<file path="src/hdl/crsc_pkg.sv">
// ----------------------------------------------------------------------------
// crsc_pkg
// shared sizes and helpers for the column to row span converter
// ----------------------------------------------------------------------------
package crsc_pkg;

  // rows of the plane, and the widths that follow from it
  localparam int unsigned Rows   = 64;
  localparam int unsigned RowW   = $clog2(Rows);
  // row pointer that can also hold rows itself (empty range marker)
  localparam int unsigned RptrW  = $clog2(Rows + 1);

  // screen columns and field widths
  localparam int unsigned Columns = 512;
  localparam int unsigned ColW    = 10;
  localparam int unsigned XW      = $clog2(Columns);

  // an empty range is top = rows, bottom = 0
  localparam logic [RptrW-1:0] EmptyTop    = RptrW'(Rows);
  localparam logic [RptrW-1:0] EmptyBottom = '0;

  typedef logic [RptrW-1:0] rptr_t;

  // saturate an input row to the last row of the plane
  function automatic rptr_t clamp_row(input logic [5:0] row);
    rptr_t r;
    r = rptr_t'(row);
    if (r > rptr_t'(Rows - 1)) begin
      r = rptr_t'(Rows - 1);
    end
    return r;
  endfunction

endpackage

</file>
<file path="src/hdl/column_to_row_span_converter_unit.sv">
// ----------------------------------------------------------------------------
// column_to_row_span_converter_unit
// turns plane columns into horizontal spans, one row start column per row
// kept in a small synchronous memory
// ----------------------------------------------------------------------------
// Each input item is one screen column of a plane (column index, top and
// bottom covered row, empty flag, new-plane flag). Rows that the previous
// column covered but this one does not are closed and sent out as spans
// (row, start column, column - 1): the top-side rows first going down the
// screen, then the bottom-side rows going up; last_span marks the final
// span of an item. Rows that become covered record this column as their
// start. Every closed row costs a read of the span start memory and a
// load of the output register, every opened row costs a write, and the
// sequencer passes through each of its four phases plus the accept; the
// next item is taken only once the sequencer is back in idle.
// A closing read is only issued while the output register is free or being
// taken, so a stalled output holds the walk. The span start memory needs
// no clearing: a row is only ever read after it was opened. Feed an empty
// column after the last column of a plane so that all open spans close.
// ----------------------------------------------------------------------------
module column_to_row_span_converter_unit
  import crsc_pkg::*;
(
  input  logic            clk_i,
  input  logic            rst_ni,
  // column items
  input  logic            in_valid_i,
  output logic            in_stall_o,
  input  logic [ColW-1:0] column_i,
  input  logic [5:0]      top_row_i,
  input  logic [5:0]      bottom_row_i,
  input  logic            empty_column_i,
  input  logic            plane_start_i,
  // span items
  output logic            out_valid_o,
  input  logic            out_stall_i,
  output logic [RowW-1:0] span_row_o,
  output logic [XW-1:0]   span_x_start_o,
  output logic [XW-1:0]   span_x_end_o,
  output logic            last_span_o
);

  typedef enum logic [2:0] {
    S_IDLE,
    S_TOP,     // close top-side rows, ascending
    S_BOT,     // close bottom-side rows, descending
    S_FETCH,   // start column read back, load output register
    S_OTOP,    // open top-side rows
    S_OBOT     // open bottom-side rows
  } state_e;

  state_e state_q, ret_q;

  // previous column range
  logic [5:0] prev_top_q, prev_bottom_q;
  logic       prev_empty_q;

  // walking pointers: old range (t1, b1) and new range (t2, b2)
  rptr_t t1_q, b1_q, t2_q, b2_q;
  logic [ColW-1:0] col_q;
  logic [XW-1:0]   xend_q;
  logic [RowW-1:0] row_q;
  logic            last_q;

  // output register
  logic            out_valid_q;
  logic [RowW-1:0] span_row_q;
  logic [XW-1:0]   span_x_start_q, span_x_end_q;
  logic            last_span_q;

  // span start memory
  logic [ColW-1:0] span_mem [Rows];
  logic [ColW-1:0] rdata_q;
  logic            mem_re, mem_we;
  logic [RowW-1:0] mem_raddr, mem_waddr;

  logic  accept, out_free;
  logic  top_go, bot_go, otop_go, obot_go;
  logic  more_after_top, more_after_bot;
  rptr_t t1_inc, b1_dec;
  rptr_t top_in, bot_in;

  assign accept   = in_valid_i && !in_stall_o;
  assign out_free = !out_valid_q || !out_stall_i;

  assign top_in = clamp_row(top_row_i);
  assign bot_in = clamp_row(bottom_row_i);

  // loop conditions of the four row walks
  assign top_go  = (t1_q < t2_q) && (t1_q <= b1_q);
  assign bot_go  = (b1_q > b2_q) && (b1_q >= t1_q);
  assign otop_go = (t2_q < t1_q) && (t2_q <= b2_q);
  assign obot_go = (b2_q > b1_q) && (b2_q >= t2_q);

  // does another close follow the one issued now
  assign t1_inc = t1_q + rptr_t'(1);
  assign b1_dec = b1_q - rptr_t'(1);
  assign more_after_top = ((t1_inc < t2_q) && (t1_inc <= b1_q)) ||
                          ((b1_q > b2_q) && (b1_q >= t1_inc));
  assign more_after_bot = (b1_dec > b2_q) && (b1_dec >= t1_q);

  // memory port control
  always_comb begin
    mem_re    = 1'b0;
    mem_raddr = t1_q[RowW-1:0];
    mem_we    = 1'b0;
    mem_waddr = t2_q[RowW-1:0];
    case (state_q)
      S_TOP: begin
        mem_re    = top_go && out_free;
        mem_raddr = t1_q[RowW-1:0];
      end
      S_BOT: begin
        mem_re    = bot_go && out_free;
        mem_raddr = b1_q[RowW-1:0];
      end
      S_OTOP: begin
        mem_we    = otop_go;
        mem_waddr = t2_q[RowW-1:0];
      end
      S_OBOT: begin
        mem_we    = obot_go;
        mem_waddr = b2_q[RowW-1:0];
      end
      default: begin
        mem_re = 1'b0;
        mem_we = 1'b0;
      end
    endcase
  end

  always_ff @(posedge clk_i) begin
    if (mem_we) begin
      span_mem[mem_waddr] <= col_q;
    end
    if (mem_re) begin
      rdata_q <= span_mem[mem_raddr];
    end
  end

  // sequencer and output register
  always_ff @(posedge clk_i or negedge rst_ni) begin
    if (!rst_ni) begin
      state_q        <= S_IDLE;
      ret_q          <= S_TOP;
      prev_top_q     <= '0;
      prev_bottom_q  <= '0;
      prev_empty_q   <= 1'b1;
      t1_q           <= EmptyTop;
      b1_q           <= EmptyBottom;
      t2_q           <= EmptyTop;
      b2_q           <= EmptyBottom;
      col_q          <= '0;
      xend_q         <= '0;
      row_q          <= '0;
      last_q         <= 1'b0;
      out_valid_q    <= 1'b0;
      span_row_q     <= '0;
      span_x_start_q <= '0;
      span_x_end_q   <= '0;
      last_span_q    <= 1'b0;
    end else begin
      if (out_valid_q && !out_stall_i) begin
        out_valid_q <= 1'b0;
      end
      case (state_q)
        S_IDLE: begin
          if (accept) begin
            // new plane or empty previous column: nothing to close
            if (plane_start_i || prev_empty_q) begin
              t1_q <= EmptyTop;
              b1_q <= EmptyBottom;
            end else begin
              t1_q <= rptr_t'(prev_top_q);
              b1_q <= rptr_t'(prev_bottom_q);
            end
            if (empty_column_i) begin
              t2_q <= EmptyTop;
              b2_q <= EmptyBottom;
            end else begin
              t2_q <= top_in;
              b2_q <= bot_in;
            end
            col_q         <= column_i;
            xend_q        <= XW'(column_i - ColW'(1));
            // an inverted range is kept as given, it covers no rows later
            prev_top_q    <= top_in[5:0];
            prev_bottom_q <= bot_in[5:0];
            prev_empty_q  <= empty_column_i;
            state_q       <= S_TOP;
          end
        end
        S_TOP: begin
          if (!top_go) begin
            state_q <= S_BOT;
          end else if (out_free) begin
            row_q   <= t1_q[RowW-1:0];
            last_q  <= !more_after_top;
            t1_q    <= t1_inc;
            ret_q   <= S_TOP;
            state_q <= S_FETCH;
          end
        end
        S_BOT: begin
          if (!bot_go) begin
            state_q <= S_OTOP;
          end else if (out_free) begin
            row_q   <= b1_q[RowW-1:0];
            last_q  <= !more_after_bot;
            b1_q    <= b1_dec;
            ret_q   <= S_BOT;
            state_q <= S_FETCH;
          end
        end
        S_FETCH: begin
          out_valid_q    <= 1'b1;
          span_row_q     <= row_q;
          span_x_start_q <= rdata_q[XW-1:0];
          span_x_end_q   <= xend_q;
          last_span_q    <= last_q;
          state_q        <= ret_q;
        end
        S_OTOP: begin
          if (otop_go) begin
            t2_q <= t2_q + rptr_t'(1);
          end else begin
            state_q <= S_OBOT;
          end
        end
        S_OBOT: begin
          if (obot_go) begin
            b2_q <= b2_q - rptr_t'(1);
          end else begin
            state_q <= S_IDLE;
          end
        end
        default: begin
          state_q <= S_IDLE;
        end
      endcase
    end
  end

  assign in_stall_o     = (state_q != S_IDLE);
  assign out_valid_o    = out_valid_q;
  assign span_row_o     = span_row_q;
  assign span_x_start_o = span_x_start_q;
  assign span_x_end_o   = span_x_end_q;
  assign last_span_o    = last_span_q;

  // a read is only issued when the output register will be free for it
  a_fetch_out_free: assert property (@(posedge clk_i) disable iff (!rst_ni)
    (state_q == S_FETCH) |-> !out_valid_q)
    else $error("span fetch while output register busy");

  // every fetch presents a span in the next cycle
  a_fetch_loads: assert property (@(posedge clk_i) disable iff (!rst_ni)
    (state_q == S_FETCH) |=> out_valid_q)
    else $error("span fetch did not load the output register");

  // an accepted column starts the close walk
  a_accept_walk: assert property (@(posedge clk_i) disable iff (!rst_ni)
    (in_valid_i && !in_stall_o) |=> (state_q == S_TOP))
    else $error("accepted column did not start the row walk");

  // memory is never read and written in the same cycle
  a_port_excl: assert property (@(posedge clk_i) disable iff (!rst_ni)
    !(mem_re && mem_we))
    else $error("span start memory read and written together");

endmodule

</file>
<file path="config.mk">
export PLATFORM = sky130hd
export DESIGN_NAME = column_to_row_span_converter_unit
export DESIGN_NICKNAME = d
export VERILOG_FILES = /design/src/hdl/crsc_pkg.sv /design/src/hdl/column_to_row_span_converter_unit.sv
export SDC_FILE = /design/constraint.sdc
export NUM_CORES = 1
export LEC_CHECK = 0
export BUFFER_PORTS_ARGS = -buffer_cell sky130_fd_sc_hd__buf_2
export CAP_MARGIN = 5
export CORE_ASPECT_RATIO = 0.75
export CORE_MARGIN = 5
export CORE_UTILIZATION = 60
export DETAILED_ROUTE_END_ITERATION = 6
export PLACE_DENSITY = 0.77
export SLEW_MARGIN = 0
export SYNTH_ARGS = -nofsm -noshare
export SYNTH_HDL_FRONTEND = slang
export SYNTH_SLANG_ARGS = --single-unit
</file>
<file path="constraint.sdc">
create_clock -name clk_i -period 4.4 [get_ports clk_i]
set_clock_uncertainty 0.15 [all_clocks]
set_input_delay 0.44 -clock clk_i [delete_from_list [all_inputs] [get_ports clk_i]]
set_output_delay 0.44 -clock clk_i [all_outputs]
set_load 0.02 [all_outputs]
</file>
==> Yosys cells after proc, flatten, opt, wreduce, memory -nomap -nowiden <==
Memories as Yosys holds them, arrays and structs flattened. A register that Yosys moved wholly into a read port is not among the register bits.
Cells that the tools add are included.
{ "totals": {"regBits": 99, "ram_bits": 640, "elab_cells": 133, "n_memories": 1} }
{ "mem_list": {"columns": ["memory", "words", "word_bits", "rd", "rd_clocked_by_memory_dff", "wr", "line", "rtl"], "rows": [
  ["span_mem", 64, 10, 1, 1, 1, "column_to_row_span_converter_unit.sv:72", "logic [ColW-1:0] span_mem [Rows];"]
]} }
{ "classes": {"add_sub_neg": 5, "n_lt_le_gt_ge": 13, "eq_ne": 14, "muxes": 48, "n_reduce_logical": 34} }
{ "op_table": {"columns": ["operator", "count"], "rows": [
  ["$mux 7", 12],
  ["$pmux 7 s2", 4],
  ["$mux 6", 8],
  ["$mux 3", 10],
  ["$ge 7x7->1", 4],
  ["$gt 7x7->1", 3],
  ["$le 7x7->1", 3],
  ["$lt 7x7->1", 3],
  ["$ne 2x2->1 const B", 9],
  ["$pmux 3 s6", 1],
  ["$add 7x1->7 const B", 2],
  ["$sub 7x1->7 const B", 2],
  ["$pmux 6 s2", 1],
  ["$reduce_bool 2->1", 6],
  ["$logic_and 1x1->1", 11],
  ["$reduce_and 3->1", 3],
  ["$sub 9x1->9 const B", 1],
  ["$mux 1", 8],
  ["$reduce_and 4->1", 2],
  ["$eq 3x2->1 const B", 2],
  ["$eq 3x3->1 const B", 2],
  ["$pmux 1 s2", 3],
  ["$pmux 3 s2", 1],
  ["$logic_not 1->1", 5],
  ["other kinds (6)", 8]
]} }

==> Depth between registers and ports, before layout <==
Gate-level depths: netlist of run 1.
{ "logic_depth": {"ltp_word": 8, "depth_mapped": 12} }

==> Worst setup path after synthesis of run 1 <==
OpenSTA, ideal clock, no wires.
{ "synth_path": {"path_type": "register to register", "start": "register b2_q[4]", "end": "memory span_mem[53][0], enable pin", "arrival_time_ns": 2.674, "path_slack_ns": 1.189, "path_stages_with_launch": 9, "path_buffers": 0, "period_less_slack_ns": 3.211, "path_cell_list": "dfrtp_1 inv_1 ha_1 and3_1 a221o_1 nor3_1 a21oi_1 or3_1 nor3_1"} }
{ "synth_between": {"elab_chain_len": 5, "elab_cells_between_ends": 9, "classes_between": "3 x order compare; 4 x mux; 2 x reduce/logical"} }
{ "synth_rtl": {"columns": ["item", "line", "rtl"], "rows": [
  ["start, declared", "column_to_row_span_converter_unit.sv:59", "rptr_t t1_q, b1_q, t2_q, b2_q;"],
  ["start signal, assigned", "column_to_row_span_converter_unit.sv:152", "b2_q <= EmptyBottom;"],
  ["start signal, assigned", "column_to_row_span_converter_unit.sv:179", "b2_q <= EmptyBottom;"],
  ["start signal, assigned", "column_to_row_span_converter_unit.sv:182", "b2_q <= bot_in;"],
  ["$gt 7x7->1 (tied with other cells)", "column_to_row_span_converter_unit.sv:93", "assign obot_go = (b2_q > b1_q) && (b2_q >= t2_q);"],
  ["$logic_and 1x1->1, on equally long branches", "column_to_row_span_converter_unit.sv:93, column_to_row_span_converter_unit.sv:92", null],
  ["$pmux 1 s2", "column_to_row_span_converter_unit.sv:108", "case (state_q)"],
  ["$mux 1", "column_to_row_span_converter_unit.sv:133", "if (mem_we) begin"],
  ["$mux 1 (implied by the code)", "column_to_row_span_converter_unit.sv:134", "span_mem[mem_waddr] <= col_q;"],
  ["end, declared", "column_to_row_span_converter_unit.sv:72", null]
]} }
Several ways; a longest one is shown, not always the timed one.

==> Worst setup path in the final report of run 1 <==
{ "layout_path": {"start": "register state_q[2]", "end": "register rdata_q[7] (read register of span_mem), data pin"} }
{ "layout_between": {"elab_chain_len": 2, "elab_cells_between_ends": 4, "classes_between": "2 x eq/ne; 2 x mux"} }
{ "layout_rtl": {"columns": ["item", "line", "rtl"], "rows": [
  ["start, declared", "column_to_row_span_converter_unit.sv:52", "state_e state_q, ret_q;"],
  ["start signal, assigned", "column_to_row_span_converter_unit.sv:221", "state_q <= ret_q;"],
  ["$eq 3x2->1 or $eq 3x1->1 (tied branches)", "column_to_row_span_converter_unit.sv:108", null],
  ["$pmux 1 s2 or $mux 6 (tied branches)", "column_to_row_span_converter_unit.sv:108", null],
  ["end, declared", "column_to_row_span_converter_unit.sv:73", "logic [ColW-1:0] rdata_q;"]
]} }
Several ways; a longest one is shown, not always the timed one.
A chain may end at the register's enable or synchronous reset.

==> impl_metrics.xml, run 1 <==
<?xml version="1.0" encoding="UTF-8"?>
<metrics>
  <group name="run_status">
    <metric name="outcome" unit="">completed</metric>
  </group>
  <group name="logic_synthesis">
    <metric name="yosys_warnings" unit="">0</metric>
    <metric name="netlist-cell-type-count" unit="">61</metric>
    <metric name="yosys-top-cells-area" unit="">edfxtp_1 (60%), dfrtp_1 (7.9%), mux2i_1 (6.2%), mux2_2 (3.7%), a21oi_1 (2.7%)</metric>
    <metric name="synth_seq_area_share" unit="">0.679</metric>
    <metric name="avgSynthCellArea" unit="µm²">14.3</metric>
    <metric name="synth-edff-count" unit="">585</metric>
    <metric name="synth_top_cells_by_count" unit="">edfxtp_1 (585), mux2i_1 (182), a21oi_1 (160)</metric>
    <metric name="synthCells" unit="">2055</metric>
    <metric name="netlist_area" unit="µm²">29500</metric>
    <metric name="postSynthNetCount" unit="">2143</metric>
    <metric name="yosys.area.top_type_share" unit="">0.596</metric>
    <metric name="leading_area_contributor_after_synthesis" unit="">edfxtp_1</metric>
    <metric name="yosys_most_used_dff" unit="">edfxtp_1</metric>
    <metric name="synth.most_common_cell" unit="">edfxtp_1</metric>
    <metric name="async_reset_ff_frac" unit="">0.142</metric>
    <metric name="flip_flop_and_latch_count_after_synthesis" unit="">682</metric>
  </group>
  <group name="drt">
    <metric name="routed_antenna_nets" unit="">0</metric>
    <metric name="routed_wl" unit="mm">67.9</metric>
    <metric name="wl_per_cell" unit="µm">23.5</metric>
    <metric name="drtIter0Drc" unit="">2089</metric>
    <metric name="route.vias.total" unit="">17900</metric>
    <metric name="detail_route.vias_per_cell" unit="">6.19</metric>
    <metric name="drtPass1Iterations" unit="">7</metric>
    <metric name="drt_drc_violations_left" unit="">0</metric>
  </group>
  <group name="placement">
    <metric name="place.detailed.hpwl" unit="mm">42.7</metric>
    <metric name="placed_cell_area" unit="µm²">30900</metric>
    <metric name="portBuffers" unit="">53</metric>
    <metric name="place_congestion" unit="">0.938</metric>
    <metric name="numPlacedInstances" unit="">2757</metric>
  </group>
  <group name="sta">
    <metric name="timing.final.crit_period" unit="ps">4140</metric>
    <metric name="finalSetupTns" unit="ps">0</metric>
    <metric name="post-route-period-util" unit="">0.941</metric>
    <metric name="worst_hold_slack" unit="ps">46.7</metric>
    <metric name="final-hold-violation-count" unit="">0</metric>
    <metric name="timing.slew.headroom" unit="">0.231</metric>
    <metric name="grt_setup_unrepaired" unit="">no</metric>
    <metric name="worstMarginPinSlew" unit="ps">1150</metric>
    <metric name="maxClockFrequency" unit="MHz">242</metric>
    <metric name="final-max-slew-violation-count" unit="">0</metric>
    <metric name="timing.final.setup_violations" unit="">0</metric>
  </group>
  <group name="grt">
    <metric name="first_global_vias" unit="">17500</metric>
    <metric name="grt_max_degree" unit="">99</metric>
    <metric name="grtUsageTotal" unit="">0.251</metric>
    <metric name="grt_first_pass_wirelength" unit="mm">104</metric>
    <metric name="globalRoute.totalOverflow" unit="">0</metric>
    <metric name="antenna_found_initial" unit="">3</metric>
  </group>
  <group name="layout">
    <metric name="post-route-cell-area" unit="µm²">33300</metric>
    <metric name="multiInputGateArea" unit="µm²">8750</metric>
    <metric name="antenna-diode-count" unit="">0</metric>
    <metric name="fillers" unit="">3271</metric>
    <metric name="finalNonFillerCells" unit="">2895</metric>
    <metric name="layout.area.seq" unit="µm²">20000</metric>
    <metric name="design.final.nets" unit="">2286</metric>
    <metric name="share_of_final_layout_standard_cells_stronger_than_drive_strength_1" unit="">0.174</metric>
    <metric name="syn_to_final_growth" unit="%">12.8</metric>
  </group>
  <group name="setup_path">
    <metric name="worst_setup_path_class" unit="">reg2reg</metric>
    <metric name="critical_path.max_fanout" unit="">17</metric>
    <metric name="worst_ep_arrival_time" unit="ps">4450</metric>
    <metric name="crit_required" unit="ps">4710</metric>
    <metric name="cp-start-kind" unit="">register</metric>
    <metric name="cp-end-kind" unit="">register</metric>
  </group>
  <group name="job">
    <metric name="drv_cap" unit="">0</metric>
  </group>
  <group name="clocking">
    <metric name="clkLatencyLatePin" unit="ps">600</metric>
    <metric name="clock-sinks" unit="">682</metric>
    <metric name="clock_tree.buffer_depth" unit="">3</metric>
    <metric name="cts_tree" unit="">done</metric>
    <metric name="cts.htree.levels" unit="">3</metric>
    <metric name="cts_buffers" unit="">66</metric>
    <metric name="clock_tree.root_cell" unit="">clkbuf_16</metric>
    <metric name="cts.clk_slew.worst_paths" unit="ps">70</metric>
  </group>
  <group name="power">
    <metric name="power_per_cell_area" unit="nW/µm²">401</metric>
    <metric name="max-vdd-ir-drop" unit="V">0.000401</metric>
    <metric name="post_route_total_power" unit="mW">13.3</metric>
    <metric name="leakage" unit="nW">13.3</metric>
  </group>
  <group name="floorplan">
    <metric name="num_io_pins" unit="">55</metric>
    <metric name="dieWidth" unit="µm">266</metric>
    <metric name="initial_utilization" unit="">0.605</metric>
    <metric name="floorplan_row_count" unit="">70</metric>
    <metric name="fp.dieArea" unit="µm²">53700</metric>
    <metric name="die-height" unit="µm">202</metric>
    <metric name="core_region_area" unit="µm²">48700</metric>
  </group>
  <group name="worst_hold_path">
    <metric name="min_path_type" unit="">in2reg</metric>
  </group>
</metrics>
worst max-delay path: stages, from the launching register on:
cell,delay (ps)
dfrtp_1,500
nor3b_4,310
buf_4,300
nor2_1,90
a21oi_1,600
nand2_1,680
o22ai_1,660
a221oi_1,180
o22ai_1,310
a221o_1,200
timing repair:
action / CTS / global route
resized for setup: 0 / 0
hold endpoints to repair: 90 / 0
setup buffers: 0 / 0
hold buffers: 21 / 0
metrics by stage:
stage	worst slack (ps)	util
final	259	0.683
after global routing	71.2	0.683
after CTS	454	0.683
after detailed placement	501	0.635
after global placement	508	0.635
after floorplan	1190	-
state kept, by name, summed over array words and instances (netlist names), 7 cells and up:
| name | flops |
|---|---|
| b1_q | 7 |
| b2_q | 7 |
| col_q | 9 |
| rdata_q | 9 |
| span_mem | 576 |
| span_x_end_o | 9 |
| span_x_start_o | 9 |
| t1_q | 7 |
| t2_q | 7 |
| xend_q | 9 |
cells by family after synthesis:
logic type,count (synthesis),synth area share
buffers and inverters,151,0.0256
xor gates and xnor gates,18,0.00535
and+or+nand+nor,418,0.0658
muxes,279,0.0989
AOI/OAI and AO/OA,446,0.100
adders and majority gates,61,0.0258
DFF,682,0.679
layout by cell type, fill, tap and decap left out, types with 60 or more instances in the layout:
master	n
a21oi_1	159
buf_4	103
clkbuf_16	70
dfrtp_1	84
edfxtp_1	585
ha_1	60
mux2_2	96
mux2i_1	181
nand2_1	125
nor2_1	135
nor2b_1	78
routing by layer:
metal / track usage / part of all wire / vias to the layer above
met2: 0.382 / 0.46 / 830
met1: 0.370 / 0.42 / 8866
met4: 0.0586 / 0.022 / 4
met5: 0 / 0.00050 / -
li1: - / - / 8127
met3: 0.0677 / 0.10 / 102
final timing paths:
| check | from | endpoint | slack (ps) | depth (start not counted) |
|---|---|---|---|---|
| min in group asynchronous | rst_ni | prev_top_q[4] | 380 | 2 |
| max in group asynchronous | rst_ni | col_q[5] | 2700 | 3 |
| min reg2reg | ret_q[0] | ret_q[0] | 310 | 2 |
| max | state_q[2] | rdata_q[7] | 260 | 9 |
| max reg2reg | state_q[2] | rdata_q[7] | 260 | 9 |
| min | column_i[0] | xend_q[0] | 50 | 2 |
power breakdown:
| part | internal, mW | switching (mW) | total, mW | leakage (nW) |
|---|---|---|---|---|
| clock | 3.21 | 2.36 | 5.57 | 1.03 |
| combinational | 0.202 | 0.513 | 0.715 | 5.61 |
| sequential | 7.02 | 0.0305 | 7.05 | 6.68 |
cell type report:
class,count,share of cell area
clock buffers,79,0.0540
clock inverters,38,0.00989
inverters,42,0.00474
multi-input cells,1222,0.263
flip-flops and latches,682,0.602
well taps,648,0.0244
repair buffers,184,0.0422
Note: power is estimated with default switching activity, not from simulation.
==> run 2, diff against run 1 <==
--- a/config.mk
+++ b/config.mk
@@ -6,7 +6,6 @@
 export NUM_CORES = 1
 export LEC_CHECK = 0
 export BUFFER_PORTS_ARGS = -buffer_cell sky130_fd_sc_hd__buf_2
-export CAP_MARGIN = 5
 export CORE_ASPECT_RATIO = 0.75
 export CORE_MARGIN = 5
 export CORE_UTILIZATION = 60
==> constraint.sdc (replaced) <==
create_clock -name clk_i -period 4.2 [get_ports clk_i]
set_clock_uncertainty 0.15 [all_clocks]
set_input_delay 0.42 -clock clk_i [delete_from_list [all_inputs] [get_ports clk_i]]
set_output_delay 0.42 -clock clk_i [all_outputs]
set_load 0.02 [all_outputs]
==> impl_metrics.xml, run 2 (synthesis gave the netlist of run 1 again) <==
<?xml version="1.0" encoding="UTF-8"?>
<metrics>
  <group name="sta">
    <metric name="post-route-period-util" unit="">0.953</metric>
    <metric name="timing.slew.headroom" unit="">0.214</metric>
    <metric name="grt_setup_unrepaired" unit="">no</metric>
    <metric name="timing.final.setup_violations" unit="">0</metric>
    <metric name="finalSetupTns" unit="ps">0</metric>
    <metric name="timing.final.crit_period" unit="ps">4000</metric>
    <metric name="final-max-slew-violation-count" unit="">0</metric>
    <metric name="worstMarginPinSlew" unit="ps">1180</metric>
    <metric name="maxClockFrequency" unit="MHz">250</metric>
    <metric name="final-hold-violation-count" unit="">0</metric>
  </group>
  <group name="clocking">
    <metric name="clock_tree.root_cell" unit="">clkbuf_16</metric>
    <metric name="cts.htree.levels" unit="">2</metric>
    <metric name="clock-sinks" unit="">682</metric>
    <metric name="cts_buffers" unit="">60</metric>
    <metric name="cts.clk_slew.worst_paths" unit="ps">70</metric>
    <metric name="cts_tree" unit="">done</metric>
    <metric name="clkLatencyLatePin" unit="ps">610</metric>
    <metric name="clock_tree.buffer_depth" unit="">3</metric>
  </group>
  <group name="grt">
    <metric name="gr-usage-met2" unit="">0.384</metric>
    <metric name="grtUsageTotal" unit="">0.251</metric>
    <metric name="globalRoute.totalOverflow" unit="">0</metric>
    <metric name="grt_first_pass_wirelength" unit="mm">104</metric>
    <metric name="antenna_found_initial" unit="">1</metric>
    <metric name="first_global_vias" unit="">17400</metric>
    <metric name="grt_max_degree" unit="">83</metric>
    <metric name="grt.met1_usage" unit="">0.387</metric>
    <metric name="groute.layer.met3.usage" unit="">0.0430</metric>
    <metric name="top_usage_layer" unit="">met1</metric>
  </group>
  <group name="layout">
    <metric name="layout.cells.most_common" unit="">edfxtp_1</metric>
    <metric name="antenna-diode-count" unit="">0</metric>
    <metric name="mostFrequentLayoutCells" unit="">edfxtp_1 (585), mux2i_1 (181), a21oi_1 (159), nor2_1 (135), nand2_1 (125)</metric>
    <metric name="registers.top_by_ff_count" unit="">span_mem</metric>
    <metric name="share_of_final_layout_standard_cells_stronger_than_drive_strength_1" unit="">0.176</metric>
    <metric name="post-route-cell-area" unit="µm²">33200</metric>
    <metric name="design.final.nets" unit="">2295</metric>
    <metric name="syn_to_final_growth" unit="%">12.6</metric>
    <metric name="flip_flop_count_of_the_largest_register_after_layout" unit="">576</metric>
  </group>
  <group name="drt">
    <metric name="detail_route.vias_per_cell" unit="">6.15</metric>
    <metric name="routed_wl" unit="mm">68.3</metric>
    <metric name="route.vias.total" unit="">17800</metric>
    <metric name="drtIter0Drc" unit="">1884</metric>
    <metric name="drt_drc_violations_left" unit="">0</metric>
    <metric name="drtPass1Iterations" unit="">5</metric>
    <metric name="routed_antenna_nets" unit="">0</metric>
    <metric name="wl_per_cell" unit="µm">23.5</metric>
  </group>
  <group name="setup_path">
    <metric name="cp-end-kind" unit="">register</metric>
    <metric name="worst_setup_path_class" unit="">reg2reg</metric>
    <metric name="worst-r2r-setup-slack" unit="ps">200</metric>
    <metric name="worst_ep_arrival_time" unit="ps">4330</metric>
    <metric name="r2r-start" unit="">state_q[1]</metric>
    <metric name="r2r-end" unit="">rdata_q[0]</metric>
    <metric name="crit_start" unit="">state_q[1]</metric>
    <metric name="cp-start-kind" unit="">register</metric>
    <metric name="reg2regPathDepth" unit="">9</metric>
    <metric name="crit_required" unit="ps">4530</metric>
    <metric name="crit_path_end" unit="">rdata_q[0]</metric>
    <metric name="critical_path.max_fanout" unit="">17</metric>
  </group>
  <group name="power">
    <metric name="max-vdd-ir-drop" unit="V">0.000341</metric>
    <metric name="power_per_cell_area" unit="nW/µm²">406</metric>
    <metric name="post_route_total_power" unit="mW">13.5</metric>
    <metric name="leakage" unit="nW">13.3</metric>
  </group>
  <group name="run_status">
    <metric name="outcome" unit="">completed</metric>
  </group>
  <group name="job">
    <metric name="drv_cap" unit="">0</metric>
  </group>
  <group name="floorplan">
    <metric name="die-height" unit="µm">202</metric>
    <metric name="floorplan_row_count" unit="">70</metric>
    <metric name="fp.dieArea" unit="µm²">53700</metric>
    <metric name="dieWidth" unit="µm">266</metric>
    <metric name="num_io_pins" unit="">55</metric>
    <metric name="initial_utilization" unit="">0.605</metric>
    <metric name="core_region_area" unit="µm²">48700</metric>
  </group>
  <group name="placement">
    <metric name="place_congestion" unit="">0.958</metric>
    <metric name="placed_cell_area" unit="µm²">31100</metric>
    <metric name="place.detailed.hpwl" unit="mm">43.4</metric>
    <metric name="portBuffers" unit="">53</metric>
  </group>
  <group name="worst_hold_path">
    <metric name="min_path_type" unit="">in2reg</metric>
  </group>
</metrics>
run 2: worst max-delay path, cell delays in order, from the launching register on:
cell and delay [ps]:
dfrtp_1 580, nor3b_4 330, buf_4 290, nor2_1 60, a21oi_1 560, nand2_1 600, o22ai_1 590, a221oi_1 170
o22ai_1 350, a221o_1 170
run 2: metrics by stage:
| stage | util | instances | worst slack, ps | hold WS [ps] |
|---|---|---|---|---|
| after CTS | 0.681 | 2903 | 255 | 5.52 |
| after detailed placement | 0.638 | 2771 | 317 | 317 |
| final | 0.681 | 2903 | 198 | 49.2 |
| after floorplan | - | 2055 | 989 | -25.6 |
| after global placement | 0.638 | 2771 | 338 | 309 |
| after global routing | 0.681 | 2903 | 106 | 26.0 |
run 2: power by group:
| part | internal, mW | switching [mW] | total (mW) |
|---|---|---|---|
| Combinational | 0.213 | 0.528 | 0.741 |
| Sequential | 7.35 | 0.0387 | 7.39 |
| Clock | 2.94 | 2.42 | 5.35 |
| Total | 10.5 | 2.98 | 13.5 |
run 2: per-layer routing:
metal	vias to the layer above	wire length (µm)
met2	679	31200
li1	8168	-
met4	2	1250
met1	8890	30300
met5	-	7
met3	101	5490
run 2: timing repair:
item                                   CTS  global route
endpoints found under the hold margin   89             0
gates resized for setup                  0             0
hold buffers                            22             0
buffers inserted                         0             0
run 2: worst min path at each step:
stage | cells after the start | to | start | slack [ps]
2_1_floorplan | 0 | b1_q[0] | rst_ni | -30
3_5_place_dp | 2 | prev_top_q[4] | prev_top_q[4] | 320
5_1_grt | 3 | out_valid_o | out_stall_i | 30
3_3_place_gp | 2 | xend_q[3] | xend_q[3] | 310
4_1_cts | 3 | out_valid_o | out_stall_i | 6
6_report | 3 | out_valid_o | out_stall_i | 50
run 2: layout make-up:
type	instances	area [µm²]
clock buffers	75	1590
well taps	648	811
repair buffers	199	1560
clock inverters	35	307
inverters	42	158
flip-flops and latches	682	20000
fillers	3273	15500
multi-input cells	1222	8750
